<file path="config.mk">
export PLATFORM = sky130hd
export DESIGN_NAME = dshot_four_channel_transmitter_flat
export DESIGN_NICKNAME = d
export VERILOG_FILES = /design/src/design/dsh4_pkg.sv /design/src/design/dsh4_if.sv /design/src/design/dshot_four_channel_transmitter.sv /design/src/flat_wrapper.sv
export SDC_FILE = /design/constraint.sdc
export NUM_CORES = 1
export LEC_CHECK = 0
export BUFFER_PORTS_ARGS = -buffer_cell sky130_fd_sc_hd__buf_2
export CORE_MARGIN = 2
export CORE_UTILIZATION = 30
export CTS_CLUSTER_SIZE = 16
export DETAILED_ROUTE_END_ITERATION = 10
export SLEW_MARGIN = 20
export SYNTH_ARGS = -nofsm -noshare
export SYNTH_HDL_FRONTEND = slang
export SYNTH_SLANG_ARGS = --single-unit
</file>
<file path="constraint.sdc">
create_clock -name clk -period 9.1 [get_ports clk]
set_input_delay 0.91 -clock clk [delete_from_list [all_inputs] [get_ports clk]]
set_output_delay 0.91 -clock clk [all_outputs]
set_load 0.01 [all_outputs]
</file>
<file path="src/design/dsh4_pkg.sv">
`default_nettype none

package dsh4_pkg;

  localparam int unsigned FRAME_BITS       = 16;
  localparam int unsigned BIT_IDX_W        = $clog2(FRAME_BITS);
  localparam int unsigned TELEM_SHIFT      = 5;
  localparam int unsigned THR_W            = 11;
  localparam int unsigned MAX_CHANNELS     = 4;
  localparam int unsigned CHANNELS_DEFAULT = 4;
  localparam int unsigned LEVELS_W         = 4;
  localparam int unsigned INTERVAL_W       = 16;
  localparam int unsigned TICK_W           = 8;
  localparam int unsigned CANCEL_W         = 32;
  localparam int unsigned CFG_IDX_W        = 2;
  localparam int unsigned CFG_DATA_W       = 16;

  localparam logic [INTERVAL_W-1:0] MIN_INTERVAL_RST = 16'd125;
  localparam logic [TICK_W-1:0]     BIT_PERIOD_RST   = 8'd139;
  localparam logic [TICK_W-1:0]     ZERO_HIGH_RST    = 8'd50;
  localparam logic [TICK_W-1:0]     ONE_HIGH_RST     = 8'd100;

  typedef enum logic {
    OP_TICK = 1'b0,
    OP_SEND = 1'b1
  } opcode_t;

  typedef enum logic [CFG_IDX_W-1:0] {
    CFG_MIN_INTERVAL = 2'd0,
    CFG_BIT_PERIOD   = 2'd1,
    CFG_ZERO_HIGH    = 2'd2,
    CFG_ONE_HIGH     = 2'd3
  } cfg_idx_t;

  typedef struct packed {
    logic [LEVELS_W-1:0] line_levels;
    logic                busy_res;
    logic                accepted;
    logic                rejected;
    logic [CANCEL_W-1:0] cancel_total;
  } out_word_t;

  // Throttle in the upper eleven bits, telemetry bit low, checksum nibble at the bottom.
  function automatic logic [FRAME_BITS-1:0] build_frame(input logic [THR_W-1:0] thr);
    logic [FRAME_BITS-1:0] data;
    logic [3:0]            sum;
    data = {thr, {TELEM_SHIFT{1'b0}}};
    sum  = data[15:12] ^ data[11:8] ^ data[7:4];
    return {data[15:4], sum};
  endfunction

endpackage

`default_nettype wire

</file>
<file path="src/design/dsh4_if.sv">
`default_nettype none

interface dsh4_in_if;
  import dsh4_pkg::*;

  logic             valid;
  logic             ready;
  logic             opcode;
  logic [THR_W-1:0] throttle_a;
  logic [THR_W-1:0] throttle_b;
  logic [THR_W-1:0] throttle_c;
  logic [THR_W-1:0] throttle_d;

  modport source (output valid, opcode, throttle_a, throttle_b, throttle_c, throttle_d,
                  input ready);
  modport sink   (input valid, opcode, throttle_a, throttle_b, throttle_c, throttle_d,
                  output ready);
endinterface

interface dsh4_out_if;
  import dsh4_pkg::*;

  logic                valid;
  logic                ready;
  logic [LEVELS_W-1:0] line_levels;
  logic                busy_res;
  logic                accepted;
  logic                rejected;
  logic [CANCEL_W-1:0] cancel_total;

  modport source (output valid, line_levels, busy_res, accepted, rejected, cancel_total,
                  input ready);
  modport sink   (input valid, line_levels, busy_res, accepted, rejected, cancel_total,
                  output ready);
endinterface

`default_nettype wire

</file>
<file path="src/design/dshot_four_channel_transmitter.sv">
// Results are registered: result register, or skid register while the output stalls.
// Throughput: one input word per cycle while the skid register is empty; state and
// rate limit update in a single pass. A two-entry output stage (result register plus
// skid register) keeps input flowing for one more word while the output is stalled.
// Reset (synchronous, rst_n low): config registers return to their defaults, line idle,
// counters cleared, both output entries empty.
`default_nettype none

module dshot_four_channel_transmitter #(
  parameter int unsigned CHANNELS = dsh4_pkg::CHANNELS_DEFAULT
) (
  input  wire logic                           clk,
  input  wire logic                           rst_n,
  input  wire logic                           cfg_we,
  input  wire logic [dsh4_pkg::CFG_IDX_W-1:0]  cfg_idx,
  input  wire logic [dsh4_pkg::CFG_DATA_W-1:0] cfg_data,
  dsh4_in_if.sink                             in_ch,
  dsh4_out_if.source                          out_ch
);
  import dsh4_pkg::*;

  localparam int unsigned ACT = (CHANNELS < MAX_CHANNELS) ? CHANNELS : MAX_CHANNELS;

  logic [INTERVAL_W-1:0] min_interval_r;
  logic [TICK_W-1:0]     bit_period_r;
  logic [TICK_W-1:0]     zero_high_r;
  logic [TICK_W-1:0]     one_high_r;

  logic [INTERVAL_W-1:0] ticks_r, ticks_nxt;
  logic [FRAME_BITS-1:0] frame_r   [ACT];
  logic [FRAME_BITS-1:0] frame_nxt [ACT];
  logic [BIT_IDX_W-1:0]  bit_r, bit_nxt;
  logic [TICK_W-1:0]     phase_r, phase_nxt;
  logic                  sending_r, sending_nxt;
  logic [CANCEL_W-1:0]   cancel_r, cancel_nxt;

  out_word_t out_r, skid_r, res;
  logic      out_v_r, skid_v_r;

  logic                  in_acc, out_fire, is_send, acc, rej;
  logic [THR_W-1:0]      thr [MAX_CHANNELS];
  logic [FRAME_BITS-1:0] new_frame [ACT];
  logic [FRAME_BITS-1:0] v_frame;
  logic [BIT_IDX_W-1:0]  v_bit;
  logic [TICK_W-1:0]     v_phase, hi;
  logic                  v_send;
  logic [LEVELS_W-1:0]   lv;

  assign in_ch.ready = !skid_v_r;
  assign in_acc      = in_ch.valid && in_ch.ready;
  assign out_fire    = out_v_r && out_ch.ready;

  assign thr[0] = in_ch.throttle_a;
  assign thr[1] = in_ch.throttle_b;
  assign thr[2] = in_ch.throttle_c;
  assign thr[3] = in_ch.throttle_d;

  assign is_send = (in_ch.opcode == OP_SEND);
  assign acc     = is_send && (ticks_r >= min_interval_r);
  assign rej     = is_send && !acc;

  always_comb begin
    for (int n = 0; n < ACT; n++) begin
      new_frame[n] = build_frame(thr[n]);
    end
  end

  // Levels show the current tick, or the first phase of a freshly accepted frame.
  always_comb begin
    v_bit   = acc ? '0 : bit_r;
    v_phase = acc ? '0 : phase_r;
    v_send  = acc || sending_r;
    lv      = '0;
    for (int n = 0; n < ACT; n++) begin
      v_frame = acc ? new_frame[n] : frame_r[n];
      hi      = v_frame[BIT_IDX_W'(FRAME_BITS - 1) - v_bit] ? one_high_r : zero_high_r;
      lv[n]   = v_send && (v_phase < hi);
    end
  end

  always_comb begin
    res.line_levels  = lv;
    res.busy_res     = v_send;
    res.accepted     = acc;
    res.rejected     = rej;
    res.cancel_total = cancel_nxt;
  end

  always_comb begin
    ticks_nxt   = ticks_r;
    bit_nxt     = bit_r;
    phase_nxt   = phase_r;
    sending_nxt = sending_r;
    cancel_nxt  = cancel_r;
    for (int n = 0; n < ACT; n++) begin
      frame_nxt[n] = frame_r[n];
    end
    if (!is_send) begin
      if (ticks_r != '1) begin
        ticks_nxt = ticks_r + 1'b1;
      end
      if (sending_r) begin
        if ({1'b0, phase_r} + 1'b1 >= {1'b0, bit_period_r}) begin
          phase_nxt = '0;
          if (bit_r == BIT_IDX_W'(FRAME_BITS - 1)) begin
            bit_nxt     = '0;
            sending_nxt = 1'b0;
          end else begin
            bit_nxt = bit_r + 1'b1;
          end
        end else begin
          phase_nxt = phase_r + 1'b1;
        end
      end
    end else if (acc) begin
      ticks_nxt   = '0;
      bit_nxt     = '0;
      phase_nxt   = '0;
      sending_nxt = 1'b1;
      for (int n = 0; n < ACT; n++) begin
        frame_nxt[n] = new_frame[n];
      end
    end else if (cancel_r != '1) begin
      cancel_nxt = cancel_r + 1'b1;
    end
  end

  always_ff @(posedge clk) begin
    if (!rst_n) begin
      min_interval_r <= MIN_INTERVAL_RST;
      bit_period_r   <= BIT_PERIOD_RST;
      zero_high_r    <= ZERO_HIGH_RST;
      one_high_r     <= ONE_HIGH_RST;
    end else if (cfg_we) begin
      case (cfg_idx)
        CFG_MIN_INTERVAL: min_interval_r <= cfg_data;
        CFG_BIT_PERIOD:   bit_period_r   <= cfg_data[TICK_W-1:0];
        CFG_ZERO_HIGH:    zero_high_r    <= cfg_data[TICK_W-1:0];
        CFG_ONE_HIGH:     one_high_r     <= cfg_data[TICK_W-1:0];
        default: ;
      endcase
    end
  end

  always_ff @(posedge clk) begin
    if (!rst_n) begin
      ticks_r   <= '0;
      bit_r     <= '0;
      phase_r   <= '0;
      sending_r <= 1'b0;
      cancel_r  <= '0;
    end else if (in_acc) begin
      ticks_r   <= ticks_nxt;
      bit_r     <= bit_nxt;
      phase_r   <= phase_nxt;
      sending_r <= sending_nxt;
      cancel_r  <= cancel_nxt;
    end
  end

  always_ff @(posedge clk) begin
    if (in_acc) begin
      for (int n = 0; n < ACT; n++) begin
        frame_r[n] <= frame_nxt[n];
      end
    end
  end

  always_ff @(posedge clk) begin
    if (!rst_n) begin
      out_v_r  <= 1'b0;
      skid_v_r <= 1'b0;
    end else if (!out_v_r || out_fire) begin
      if (skid_v_r) begin
        out_r    <= skid_r;
        out_v_r  <= 1'b1;
        skid_v_r <= 1'b0;
      end else begin
        out_r   <= res;
        out_v_r <= in_acc;
      end
    end else if (in_acc) begin
      skid_r   <= res;
      skid_v_r <= 1'b1;
    end
  end

  assign out_ch.valid        = out_v_r;
  assign out_ch.line_levels  = out_r.line_levels;
  assign out_ch.busy_res     = out_r.busy_res;
  assign out_ch.accepted     = out_r.accepted;
  assign out_ch.rejected     = out_r.rejected;
  assign out_ch.cancel_total = out_r.cancel_total;

  a_skid_behind_out: assert property (@(posedge clk) disable iff (!rst_n)
    skid_v_r |-> out_v_r)
    else $error("skid entry holds a word while the output register is empty");

  a_idle_phase_zero: assert property (@(posedge clk) disable iff (!rst_n)
    !sending_r |-> (phase_r == '0) && (bit_r == '0))
    else $error("bit timing counters left nonzero while idle");

  a_send_clears_ticks: assert property (@(posedge clk) disable iff (!rst_n)
    (in_acc && acc) |=> (ticks_r == '0) && sending_r)
    else $error("accepted send did not restart the frame");

  a_acc_rej_exclusive: assert property (@(posedge clk) disable iff (!rst_n)
    out_v_r |-> !(out_r.accepted && out_r.rejected))
    else $error("result word marked both accepted and rejected");

endmodule

`default_nettype wire

</file>
<file path="src/flat_wrapper.sv">
// flat-port wrapper written by rule: the top's interface ports become plain ports
module dshot_four_channel_transmitter_flat import dsh4_pkg::*;
#(
  parameter int unsigned CHANNELS = dsh4_pkg::CHANNELS_DEFAULT
)
  (clk, rst_n, cfg_we, cfg_idx, cfg_data, in_ch_valid, in_ch_opcode, in_ch_throttle_a, in_ch_throttle_b, in_ch_throttle_c, in_ch_throttle_d, in_ch_ready, out_ch_valid, out_ch_line_levels, out_ch_busy_res, out_ch_accepted, out_ch_rejected, out_ch_cancel_total, out_ch_ready);
  dsh4_in_if in_ch_i ();
  dsh4_out_if out_ch_i ();
  input  wire logic clk;
  input  wire logic rst_n;
  input  wire logic cfg_we;
  input  wire logic [dsh4_pkg::CFG_IDX_W-1:0] cfg_idx;
  input  wire logic [dsh4_pkg::CFG_DATA_W-1:0] cfg_data;
  input wire logic [$bits(in_ch_i.valid)-1:0] in_ch_valid;
  input wire logic [$bits(in_ch_i.opcode)-1:0] in_ch_opcode;
  input wire logic [$bits(in_ch_i.throttle_a)-1:0] in_ch_throttle_a;
  input wire logic [$bits(in_ch_i.throttle_b)-1:0] in_ch_throttle_b;
  input wire logic [$bits(in_ch_i.throttle_c)-1:0] in_ch_throttle_c;
  input wire logic [$bits(in_ch_i.throttle_d)-1:0] in_ch_throttle_d;
  output wire logic [$bits(in_ch_i.ready)-1:0] in_ch_ready;
  output wire logic [$bits(out_ch_i.valid)-1:0] out_ch_valid;
  output wire logic [$bits(out_ch_i.line_levels)-1:0] out_ch_line_levels;
  output wire logic [$bits(out_ch_i.busy_res)-1:0] out_ch_busy_res;
  output wire logic [$bits(out_ch_i.accepted)-1:0] out_ch_accepted;
  output wire logic [$bits(out_ch_i.rejected)-1:0] out_ch_rejected;
  output wire logic [$bits(out_ch_i.cancel_total)-1:0] out_ch_cancel_total;
  input wire logic [$bits(out_ch_i.ready)-1:0] out_ch_ready;
  assign in_ch_i.valid = in_ch_valid;
  assign in_ch_i.opcode = in_ch_opcode;
  assign in_ch_i.throttle_a = in_ch_throttle_a;
  assign in_ch_i.throttle_b = in_ch_throttle_b;
  assign in_ch_i.throttle_c = in_ch_throttle_c;
  assign in_ch_i.throttle_d = in_ch_throttle_d;
  assign in_ch_ready = in_ch_i.ready;
  assign out_ch_valid = out_ch_i.valid;
  assign out_ch_line_levels = out_ch_i.line_levels;
  assign out_ch_busy_res = out_ch_i.busy_res;
  assign out_ch_accepted = out_ch_i.accepted;
  assign out_ch_rejected = out_ch_i.rejected;
  assign out_ch_cancel_total = out_ch_i.cancel_total;
  assign out_ch_i.ready = out_ch_ready;
  dshot_four_channel_transmitter #(.CHANNELS(CHANNELS)) u_core (.clk(clk), .rst_n(rst_n), .cfg_we(cfg_we), .cfg_idx(cfg_idx), .cfg_data(cfg_data), .in_ch(in_ch_i), .out_ch(out_ch_i));
endmodule
</file>
# --- After elaboration in Yosys (flattened, before gate mapping) ---
# Memories as Yosys holds them, arrays and structs flattened.
# Cells that the tools add are included.
totals:
  ff_bits: 181
  latchBits: 0
  ramBits: 64
  rom_bits: 0
  in_bits: 68
  out_inout_bits: 41
  elab_cells: 122
  mem_count: 1
mem_list:
  columns: ["memory", "depth", "word_bits", "read_ports", "rd_ports_with_merged_regs", "wr", "line_no", "source"]
  rows:
  - ["u_core.frame_r", 4, 16, 4, 0, 4, "dshot_four_channel_transmitter.sv:30", "logic [FRAME_BITS-1:0] frame_r [ACT];"]
op_classes:
  add_sub_neg: 6
  n_mul: 0
  div: 0
  order_cmp: 7
  eq_ne: 7
  n_shift: 0
  n_mux: 42
  bitwise: 10
  reduce_logical: 28
op_table:
  columns: ["op", "n"]
  rows:
  - ["$mux W64", 2]
  - ["$mux W16", 7]
  - ["$mux W32", 3]
  - ["$mux W8", 8]
  - ["$mux W39", 1]
  - ["$add A32 B1 Y32 const B", 1]
  - ["$lt A8 B8 Y1", 4]
  - ["$ne A32 B32 Y1 const B", 1]
  - ["$xor A4 B4 Y4", 8]
  - ["$mux W4", 5]
  - ["$add A16 B1 Y16 const B", 1]
  - ["$bmux W1 S4", 4]
  - ["$ge A16 B16 Y1", 1]
  - ["$ne A16 B16 Y1 const B", 1]
  - ["$reduce_and A2 Y1", 7]
  - ["$mux W1", 12]
  - ["$add A8 B1 Y9 const B", 1]
  - ["$ge A9 B8 Y1", 1]
  - ["$reduce_and A3 Y1", 3]
  - ["$add A8 B1 Y8 const B", 1]
  - ["$logic_and A1 B1 Y1", 8]
  - ["$reduce_bool A2 Y1", 3]
  - ["$lt A4 B5 Y1 const B", 1]
  - ["$add A4 B1 Y4 const B", 1]
  - ["other kinds (10)", 15]

# --- Depth between registers and ports, before layout ---
# Gate-level depths: netlist (run 1).
depth:
  depth_word: 10
  depth_mapped: 17

# --- Worst setup path before layout (run 1) ---
# OpenSTA, ideal clock, no wires.
synth_timing:
  path_kind: "register to register"
  startpoint: "register u_core.min_interval_r[14]"
  endpoint: "register u_core.sending_r"
  setup_ps: 87
  arrival_time_ps: 4635
  required_ps: 9013
  slack_ps: 4378
  path_stages_with_launch: 11
  n_path_buf: 1
  path_cell_list: "dfxtp_1 -> inv_1 -> ha_1 -> nand4_1 -> nor3_1 -> and2_1 -> o31ai_4 -> buf_2 -> nor2_1 -> o21ai_0 -> a41oi_1"
synth_via:
  elab_chain_cells: 4
synth_lines:
  columns: ["element", "line_no", "source"]
  rows:
  - ["from (decl)", "dshot_four_channel_transmitter.sv:24", "logic [INTERVAL_W-1:0] min_interval_r;"]
  - ["from (signal assigned)", "dshot_four_channel_transmitter.sv:136", "CFG_MIN_INTERVAL: min_interval_r <= cfg_data;"]
  - ["$ge A16 B16 Y1", "dshot_four_channel_transmitter.sv:59", "assign acc = is_send && (ticks_r >= min_interval_r);"]
  - ["$logic_and A1 B1 Y1", "dshot_four_channel_transmitter.sv:59", null]
  - ["$ne A2 B1 Y1 (no line)", null, null]
  - ["$reduce_and A2 Y1 (no line)", null, null]
  - ["to (signal assigned)", "dshot_four_channel_transmitter.sv:156", "sending_r <= sending_nxt;"]
  - ["to (decl)", "dshot_four_channel_transmitter.sv:34", "logic sending_r, sending_nxt;"]
# Every way passes these cells.
# A chain may end at the register's enable or synchronous reset.

# --- Worst setup path in the final report (run 1) ---
layout_timing:
  startpoint: "register u_core.ticks_r[0]"
  endpoint: "register u_core.out_r (netlist bit u_core.out_ch.line_levels[2]), data pin"
layout_via:
  elab_chain_cells: 10
  elab_cells_between_ends: 13
  cone_classes: "1 x add/sub; 2 x order compare; 7 x mux; 3 x reduce/logical"
layout_lines:
  columns: ["element", "line_no", "source"]
  rows:
  - ["from (decl)", "dshot_four_channel_transmitter.sv:29", "logic [INTERVAL_W-1:0] ticks_r, ticks_nxt;"]
  - ["from (signal assigned)", "dshot_four_channel_transmitter.sv:153", "ticks_r <= ticks_nxt;"]
  - ["$ge A16 B16 Y1 (*)", "dshot_four_channel_transmitter.sv:59", null]
  - ["$logic_and A1 B1 Y1 (*)", "dshot_four_channel_transmitter.sv:59", null]
  - ["$mux W4", "dshot_four_channel_transmitter.sv:70", "v_bit = acc ? '0 : bit_r;"]
  - ["$sub A4 B4 Y4", "dshot_four_channel_transmitter.sv:76", "hi = v_frame[BIT_IDX_W'(FRAME_BITS - 1) - v_bit] ? one_high_r : zero_high_r;"]
  - ["$bmux W1 S4", "dshot_four_channel_transmitter.sv:76", null]
  - ["$mux W1 (not written as such)", "dshot_four_channel_transmitter.sv:76", null]
  - ["$mux W8", "dshot_four_channel_transmitter.sv:76", null]
  - ["$lt A8 B8 Y1", "dshot_four_channel_transmitter.sv:77", "lv[n] = v_send && (v_phase < hi);"]
  - ["$logic_and A1 B1 Y1 (*)", "dshot_four_channel_transmitter.sv:77", null]
  - ["$mux W39 (*)", "dshot_four_channel_transmitter.sv:174", "if (skid_v_r) begin"]
  - ["to (signal assigned)", "dshot_four_channel_transmitter.sv:175", "out_r <= skid_r;"]
  - ["to (signal assigned)", "dshot_four_channel_transmitter.sv:179", "out_r <= res;"]
  - ["to (decl)", "dshot_four_channel_transmitter.sv:37", "out_word_t out_r, skid_r, res;"]
# Every way passes the cells marked *; elsewhere a longest branch is shown, timed or not. The select of a mux whose other input is x is not followed.

==> results of run 1 <==
[cell families after synthesis]
group,synth area share
compound gates,0.0807
xor+xnor,0.0665
fa+ha+maj,0.0572
buf+inv,0.0306
flops,0.507
mux,0.0986
simple gates,0.159
[per-stage QoR]
step           setup slack, ns  utilization  instance area (um^2)  total power, mW  hold slack, ns
6_report                  4.66        0.358                 14300             2.47           0.454
5_1_grt                   4.42        0.358                 14300             2.57           0.476
3_5_place_dp              4.69        0.334                 13400             1.35           0.448
3_3_place_gp              4.88        0.334                 13400             1.34           0.449
2_1_floorplan             4.38            -                 12200             1.28           0.436
4_1_cts                   4.65        0.358                 14300             2.51           0.456
[worst paths after layout]
check                                  from                            to  slack [ns]  cells after the start
hold reg to reg   u_core.min_interval_r[14]     u_core.min_interval_r[14]        0.45                      2
setup / recovery          u_core.ticks_r[0]  u_core.out_ch.line_levels[2]        4.66                     16
setup reg to reg          u_core.ticks_r[0]  u_core.out_ch.line_levels[2]        4.66                     16
hold / removal    u_core.min_interval_r[14]     u_core.min_interval_r[14]        0.45                      2
[placed cells by master, fill, tap and decap left out, types with 27 or more instances in the layout]
master and count:
edfxtp_1 138, nand2_1 115, buf_2 108, dfxtp_1 103, a21oi_1 62, nor2_1 56, ha_1 56, xnor2_1 52
mux2i_1 49, nand3_1 42, xor2_1 41, inv_1 40, mux2_2 36, nor4_1 30, clkbuf_16 28, nand4_1 27
[flip-flops by register name, summed over array words and instances (netlist names), 8 cells and up]
name / count
u_core.cancel_r: 32
u_core.out_ch.cancel_total: 32
u_core.frame_r: 60
u_core.ticks_r: 16
u_core.bit_period_r: 8
u_core.phase_r: 8
u_core.zero_high_r: 8
u_core.skid_r: 39
u_core.one_high_r: 8
u_core.min_interval_r: 16
[routing by layer]
| metal | global-route usage | part of all wire |
|---|---|---|
| met1 | 0.185 | 0.47 |
| met2 | 0.224 | 0.46 |
| met3 | 0.0285 | 0.050 |
| met4 | 0.0334 | 0.021 |
| met5 | 0 | 0.0015 |
[worst reg2reg max path, delay by kind of cell (launching register included)]
kind | cells | cell delay, ns
AOI/OAI and AO/OA | 8 | 1.77
DFF | 1 | 0.35
buffers and inverters | 2 | 0.41
muxes | 2 | 0.96
and+or+nand+nor | 2 | 0.24
adders and majority gates | 2 | 0.55
[area by class of cell]
cell class	instances	area, um^2	area share
clock inverter	16	203	0.0142
clock buffer	34	744	0.0520
tap	525	657	0.0459
multi-input combinational	788	5700	0.398
timing repair buffer	122	646	0.0451
inverter	41	154	0.0108
sequential	241	6210	0.434
antenna	1	2.50	0.000175
[power by group through the flow]
stage,Clock (mW),Sequential (mW),Combinational [mW]
2_1_floorplan,0,1.21,0.0726
3_3_place_gp,0,1.21,0.134
3_5_place_dp,0,1.21,0.137
4_1_cts,1.19,1.18,0.138
5_1_grt,1.23,1.19,0.152
6_report,1.15,1.18,0.136
==> run summary, run 1 <==
status = completed
Yosys top cell by area = edfxtp_1
ys flop type = edfxtp_1
Worst Skew = 0.0176 ns
final hold vios = 0
Synth Warn # = 0
GRT Util Overall = 0.137
layout cells sized above 1 = 0.192
normalized max-slew margin = 0.478
WS Path Type = flop to flop
RSZ-0062 raised after global routing = no
Gate Count Post-Synth = 1124
Slew @ Worst Pin = 0.782 ns
crit path DAT = 4.82 ns
Netlist cell types = 63
Worst setup EP type = flop
Congestion Overflow GR = 0
Syn Nets = 1248
Filler Cells Inserted = 3988
#FFs+latches synth = 241
Comb power frac = 0.055
Crit path buffers/inverters = 2
Final Max Slew Viols = 0
Avg Inst Size Synth = 10.9 um^2
Routability Congestion = 0.838
clock tree sinks = 241
Final setup viols = 0
Syn-to-layout area delta = 16.9%
commonest cells in the netlist = 138 x edfxtp_1, 115 x nand2_1, 103 x dfxtp_1, 62 x a21oi_1, 59 x nor2_1
clock latency on the worst-skew pair = 0.56 ns
critical path, cell by cell = inv_1 -> ha_1 -> nand2b_1 -> a2111o_1 -> a31o_2 -> o31ai_4 -> buf_4 -> mux2i_2 -> mux2i_1 -> ha_1 -> a21o_1 -> a21o_1 -> a21oi_1 -> o21a_1 -> nand3_1 -> o31ai_1
sw frac = 0.223
core area = 40000 um^2
Achievable Freq = 225 MHz
CTS buffer count = 27
initial DRC count = 445
final-stage net count = 1345
initial core utilization = 0.306
CP required = 9.48 ns
Fin Setup TNS = 0 ns
placed cell count = 1717
area share of the largest cell type after synthesis = 0.339
Ports = 109
Top delay family on crit path = compound AO/OA/AOI/OAI gates
worst vdd ir = 0.115 mV
DRC = 0
clock network power share = 0.466
Hold/Removal Path Class = flop to flop
minimum clock period after layout = 4.44 ns
Hold Buf Count CTS = 0
clock buffer depth = 3
vias = 8784
most common cell in the netlist = edfxtp_1
Die Y-Extent = 206 um
final cycle utilization of the critical path = 0.488
P_int = 1.92 mW
H-Tree Depth = 1
Pwr per Cell Area = 173 nW/um^2
PortBufs = 108
Slowest-stage cell, CP = mux2i_2
Flop pwr share = 0.479
Syn Std Cell Area = 12200 um^2
leakage power total = 5.52 nW
critical path launch point type = flop
vias in the first global route = 8579
asr flop ratio synth = 0
TritonCTS clock tree = yes
Via density = 4.97
Rows = 73
Die ar. = 42400 um^2
clock transition at the registers of the reported paths = 0.06 ns
Routed WL = 28700 um
max incr delay on CP = 0.66 ns
Post-synth EDFFs = 138
remaining antenna violation count = 0
root buffer cell = clkbuf_16
sequential fraction of the synthesis area = 0.507
initial antenna violation count = 5
pin count of the biggest net entering global routing = 61
first-pass GRT wire length = 46600 um
Max Cap Violations = 0
Wirelength per Cell = 16.3 um
post-CTS sizing = 0
# Post-CTS Setup Buffers = 0
worst-path fanout max = 22
Post-DP HPWL = 20000 um
P_sw = 551 uW
Pre-antenna DRT Iters = 4
fin cells = 1768
die width = 206 um
top cells by area, synth = edfxtp_1 34%, dfxtp_1 17%, ha_1 5.7%, mux2i_1 4.0%, xnor2_1 3.7%
(Power assumes the default switching activity.)
==> run 2: changes to the inputs <==
Clock period 9.1 ns to 3.9 ns, I/O delays scaled along.
==> run 2 against run 1 <==
Net effect:
- design area increased by 2.0%
- largest cell class unchanged
- clock skew is 0.0063 ns higher
- setup slack worse by 4.6 ns
- clock-buffer cell count rose by 5
- non-clock buffer count grew 26
- highest routed layer unchanged
- maximum frequency is 16% higher
- hold slack lost 0.41 ns
- sequential power grew 130%
- sequential share of layout area shrank 0.83 points
- critical endpoint is now u_core.out_ch.line_levels[0]
- utilization is 0.71 points higher
- largest power group unchanged
==> run summary, run 2 (synthesis results as in run 1) <==
worst-path fanout max = 7 (was 22)
final worst setup slack = 0.0879 ns (was 4.66 ns)
minimum clock period after layout = 3.81 ns (was 4.44 ns)
largest register by flop count = u_core.frame_r (unchanged)
crit path DAT = 4.12 ns (was 4.82 ns)
remaining antenna violation count = 0 (unchanged)
Filler Cells Inserted = 3987 (was 3988)
status = completed (unchanged)
commonest non-fill, non-tap cells in the layout = 138 x edfxtp_1, 115 x nand2_1, 108 x buf_2, 102 x dfxtp_1, 61 x a21oi_1 (was 138 x edfxtp_1, 115 x nand2_1, 108 x buf_2, 103 x dfxtp_1, 62 x a21oi_1)
sw frac = 0.226 (was 0.223)
Wirelength per Cell = 16.1 um (was 16.3 um)
RSZ-0062 raised after global routing = yes (was no)
critical path, cell by cell = inv_4 -> ha_4 -> nand2b_4 -> a2111o_1 -> a31o_4 -> o31ai_4 -> buf_12 -> mux2i_4 -> buf_12 -> mux2i_2 -> ha_2 -> o21ai_2 -> a21oi_2 -> o211ai_1 -> o2111a_2 -> mux2_4 (was inv_1 -> ha_1 -> nand2b_1 -> a2111o_1 -> a31o_2 -> o31ai_4 -> buf_4 -> mux2i_2 -> mux2i_1 -> ha_1 -> a21o_1 -> a21o_1 -> a21oi_1 -> o21a_1 -> nand3_1 -> o31ai_1)
Hold Buf Count CTS = 0 (unchanged)
Area after DPL = 13600 um^2 (was 13400 um^2)
clock buffer depth = 3 (unchanged)
worst hold start = in_ch_throttle_c[8] (was u_core.min_interval_r[14])
critical path launch point type = flop (unchanged)
CTS buffer count = 28 (was 27)
Rows = 73 (unchanged)
CP required = 4.21 ns (was 9.48 ns)
PortBufs = 108 (unchanged)
vias = 8908 (was 8784)
die width = 206 um (unchanged)
DRC = 0 (unchanged)
Syn-to-layout area delta = 19.2% (was 16.9%)
normalized max-slew margin = 0.564 (was 0.478)
worst vdd ir = 0.427 mV (was 0.115 mV)
layout cells sized above 1 = 0.214 (was 0.192)
Worst Skew = 0.0239 ns (was 0.0176 ns)
Max Cap Violations = 0 (unchanged)
core area = 40000 um^2 (unchanged)
Slew @ Worst Pin = 0.648 ns (was 0.782 ns)
Via density = 4.96 (was 4.97)
Final Cell Area = 14600 um^2 (was 14300 um^2)
Achievable Freq = 262 MHz (was 225 MHz)
P_int = 4.32 mW (was 1.92 mW)
Pwr per Cell Area = 382 nW/um^2 (was 173 nW/um^2)
clock tree sinks = 241 (unchanged)
leading cell type in the layout, fill and taps excluded = edfxtp_1 (unchanged)
pin count of the biggest net entering global routing = 49 (was 61)
clock transition at the registers of the reported paths = 0.06 ns (about the same)
Core Util, Final = 0.365 (was 0.358)
Crit path buffers/inverters = 3 (was 2)
Fin Setup TNS = 0 ns (unchanged)
Reg-to-Reg Start = u_core.ticks_r[0] (unchanged)
Hold/Removal Path Class = input port to flop (was flop to flop)
final-stage net count = 1372 (was 1345)
first-pass GRT wire length = 46100 um (was 46600 um)
Pre-antenna DRT Iters = 6 (was 4)
final cycle utilization of the critical path = 0.977 (was 0.488)
Slowest-stage cell, CP = a2111o_1 (was mux2i_2)
Congestion Overflow GR = 0 (unchanged)
TritonCTS clock tree = yes (unchanged)
initial core utilization = 0.306 (unchanged)
final hold vios = 0 (unchanged)
clock network power share = 0.444 (was 0.466)
overall power = 5.57 mW (was 2.47 mW)
initial DRC count = 383 (was 445)
Final setup viols = 0 (unchanged)
initial antenna violation count = 7 (was 5)
Post-DP HPWL = 20600 um (was 20000 um)
Routed WL = 29000 um (was 28700 um)
max reg flops = 60 (unchanged)
hold_ws = 0.0478 ns (was 0.454 ns)
GRT Util Overall = 0.136 (was 0.137)
Critical path origin = u_core.ticks_r[0] (unchanged)
CP dominant cell by count = buf_12
pre-CTS setup slack = -0.113 ns (was 4.69 ns)
placed cell count = 1735 (was 1717)
Final Max Slew Viols = 0 (unchanged)
fin cells = 1795 (was 1768)
leakage power total = 5.66 nW (was 5.52 nW)
P_sw = 1.26 mW (was 551 uW)
Routability Congestion = 0.824 (was 0.838)
Worst setup EP type = flop (unchanged)
max incr delay on CP = 0.39 ns (was 0.66 ns)
Die ar. = 42400 um^2 (unchanged)
Ports = 109 (unchanged)
Comb power frac = 0.060 (was 0.055)
Top delay family on crit path = compound AO/OA/AOI/OAI gates (unchanged)
biggest regs = u_core.frame_r (60), u_core.skid_r (39) (unchanged)
clock latency on the worst-skew pair = 0.55 ns (was 0.56 ns)
H-Tree Depth = 1 (unchanged)
Die Y-Extent = 206 um (unchanged)
root buffer cell = clkbuf_16 (unchanged)
Flop pwr share = 0.496 (was 0.479)
WS Path Type = flop to flop (unchanged)
vias in the first global route = 8519 (was 8579)
==> run 2: worst paths after layout <==
| path | slack [ns] | depth (start not counted) | to |
|---|---|---|---|
| worst max register to register | 0.09 | 16 | u_core.out_ch.line_levels[0] |
| worst max-delay path | 0.09 | 16 | u_core.out_ch.line_levels[0] |
| worst min register to register | 0.45 | 2 | u_core.min_interval_r[8] |
| worst min-delay path | 0.05 | 1 | u_core.frame_r[2][13] |
==> run 2: timing repair <==
item	CTS	global route
setup endpoints to repair	3	8
pin swaps	2	12
resized for setup	2	20
setup buffers	4	4
==> run 2: cell type report <==
type	instances	area, um^2	area share
clock buffers	39	813	0.0557
well taps	525	657	0.0450
repair buffers	148	911	0.0624
flip-flops and latches	241	6210	0.425
inverters	41	156	0.0107
diodes	1	2.50	0.000171
multi-input cells	788	5790	0.396
clock inverters	12	60.1	0.00412
==> run 2: worst reg2reg max path: stages (launching register included) <==
cell and delay [ns]:
dfxtp_2 0.35, inv_4 0.05, ha_4 0.22, nand2b_4 0.13
a2111o_1 0.39, a31o_4 0.24, o31ai_4 0.27, buf_12 0.17
mux2i_4 0.25, buf_12 0.15, mux2i_2 0.22, ha_2 0.22
o21ai_2 0.06, a21oi_2 0.16, o211ai_1 0.12, o2111a_2 0.31
mux2_4 0.26
==> run 2: power groups by stage <==
| stage | logic (mW) | clock network, mW | registers [mW] |
|---|---|---|---|
| finish | 0.336 | 2.47 | 2.76 |
| global route | 0.373 | 2.65 | 2.77 |
| CTS | 0.331 | 2.55 | 2.76 |
| detailed placement | 0.328 | 0 | 2.82 |
| global placement | 0.322 | 0 | 2.82 |
| floorplan | 0.169 | 0 | 2.82 |
==> run 2: metal layers <==
layer	track usage	wire, um	vias to the layer above	part of all wire
met5	0	44	-	0.0015
met4	0.0357	750	10	0.026
met3	0.0287	1440	65	0.050
met2	0.227	13700	186	0.47
met1	0.180	13100	4271	0.45
li1	-	-	4376	-
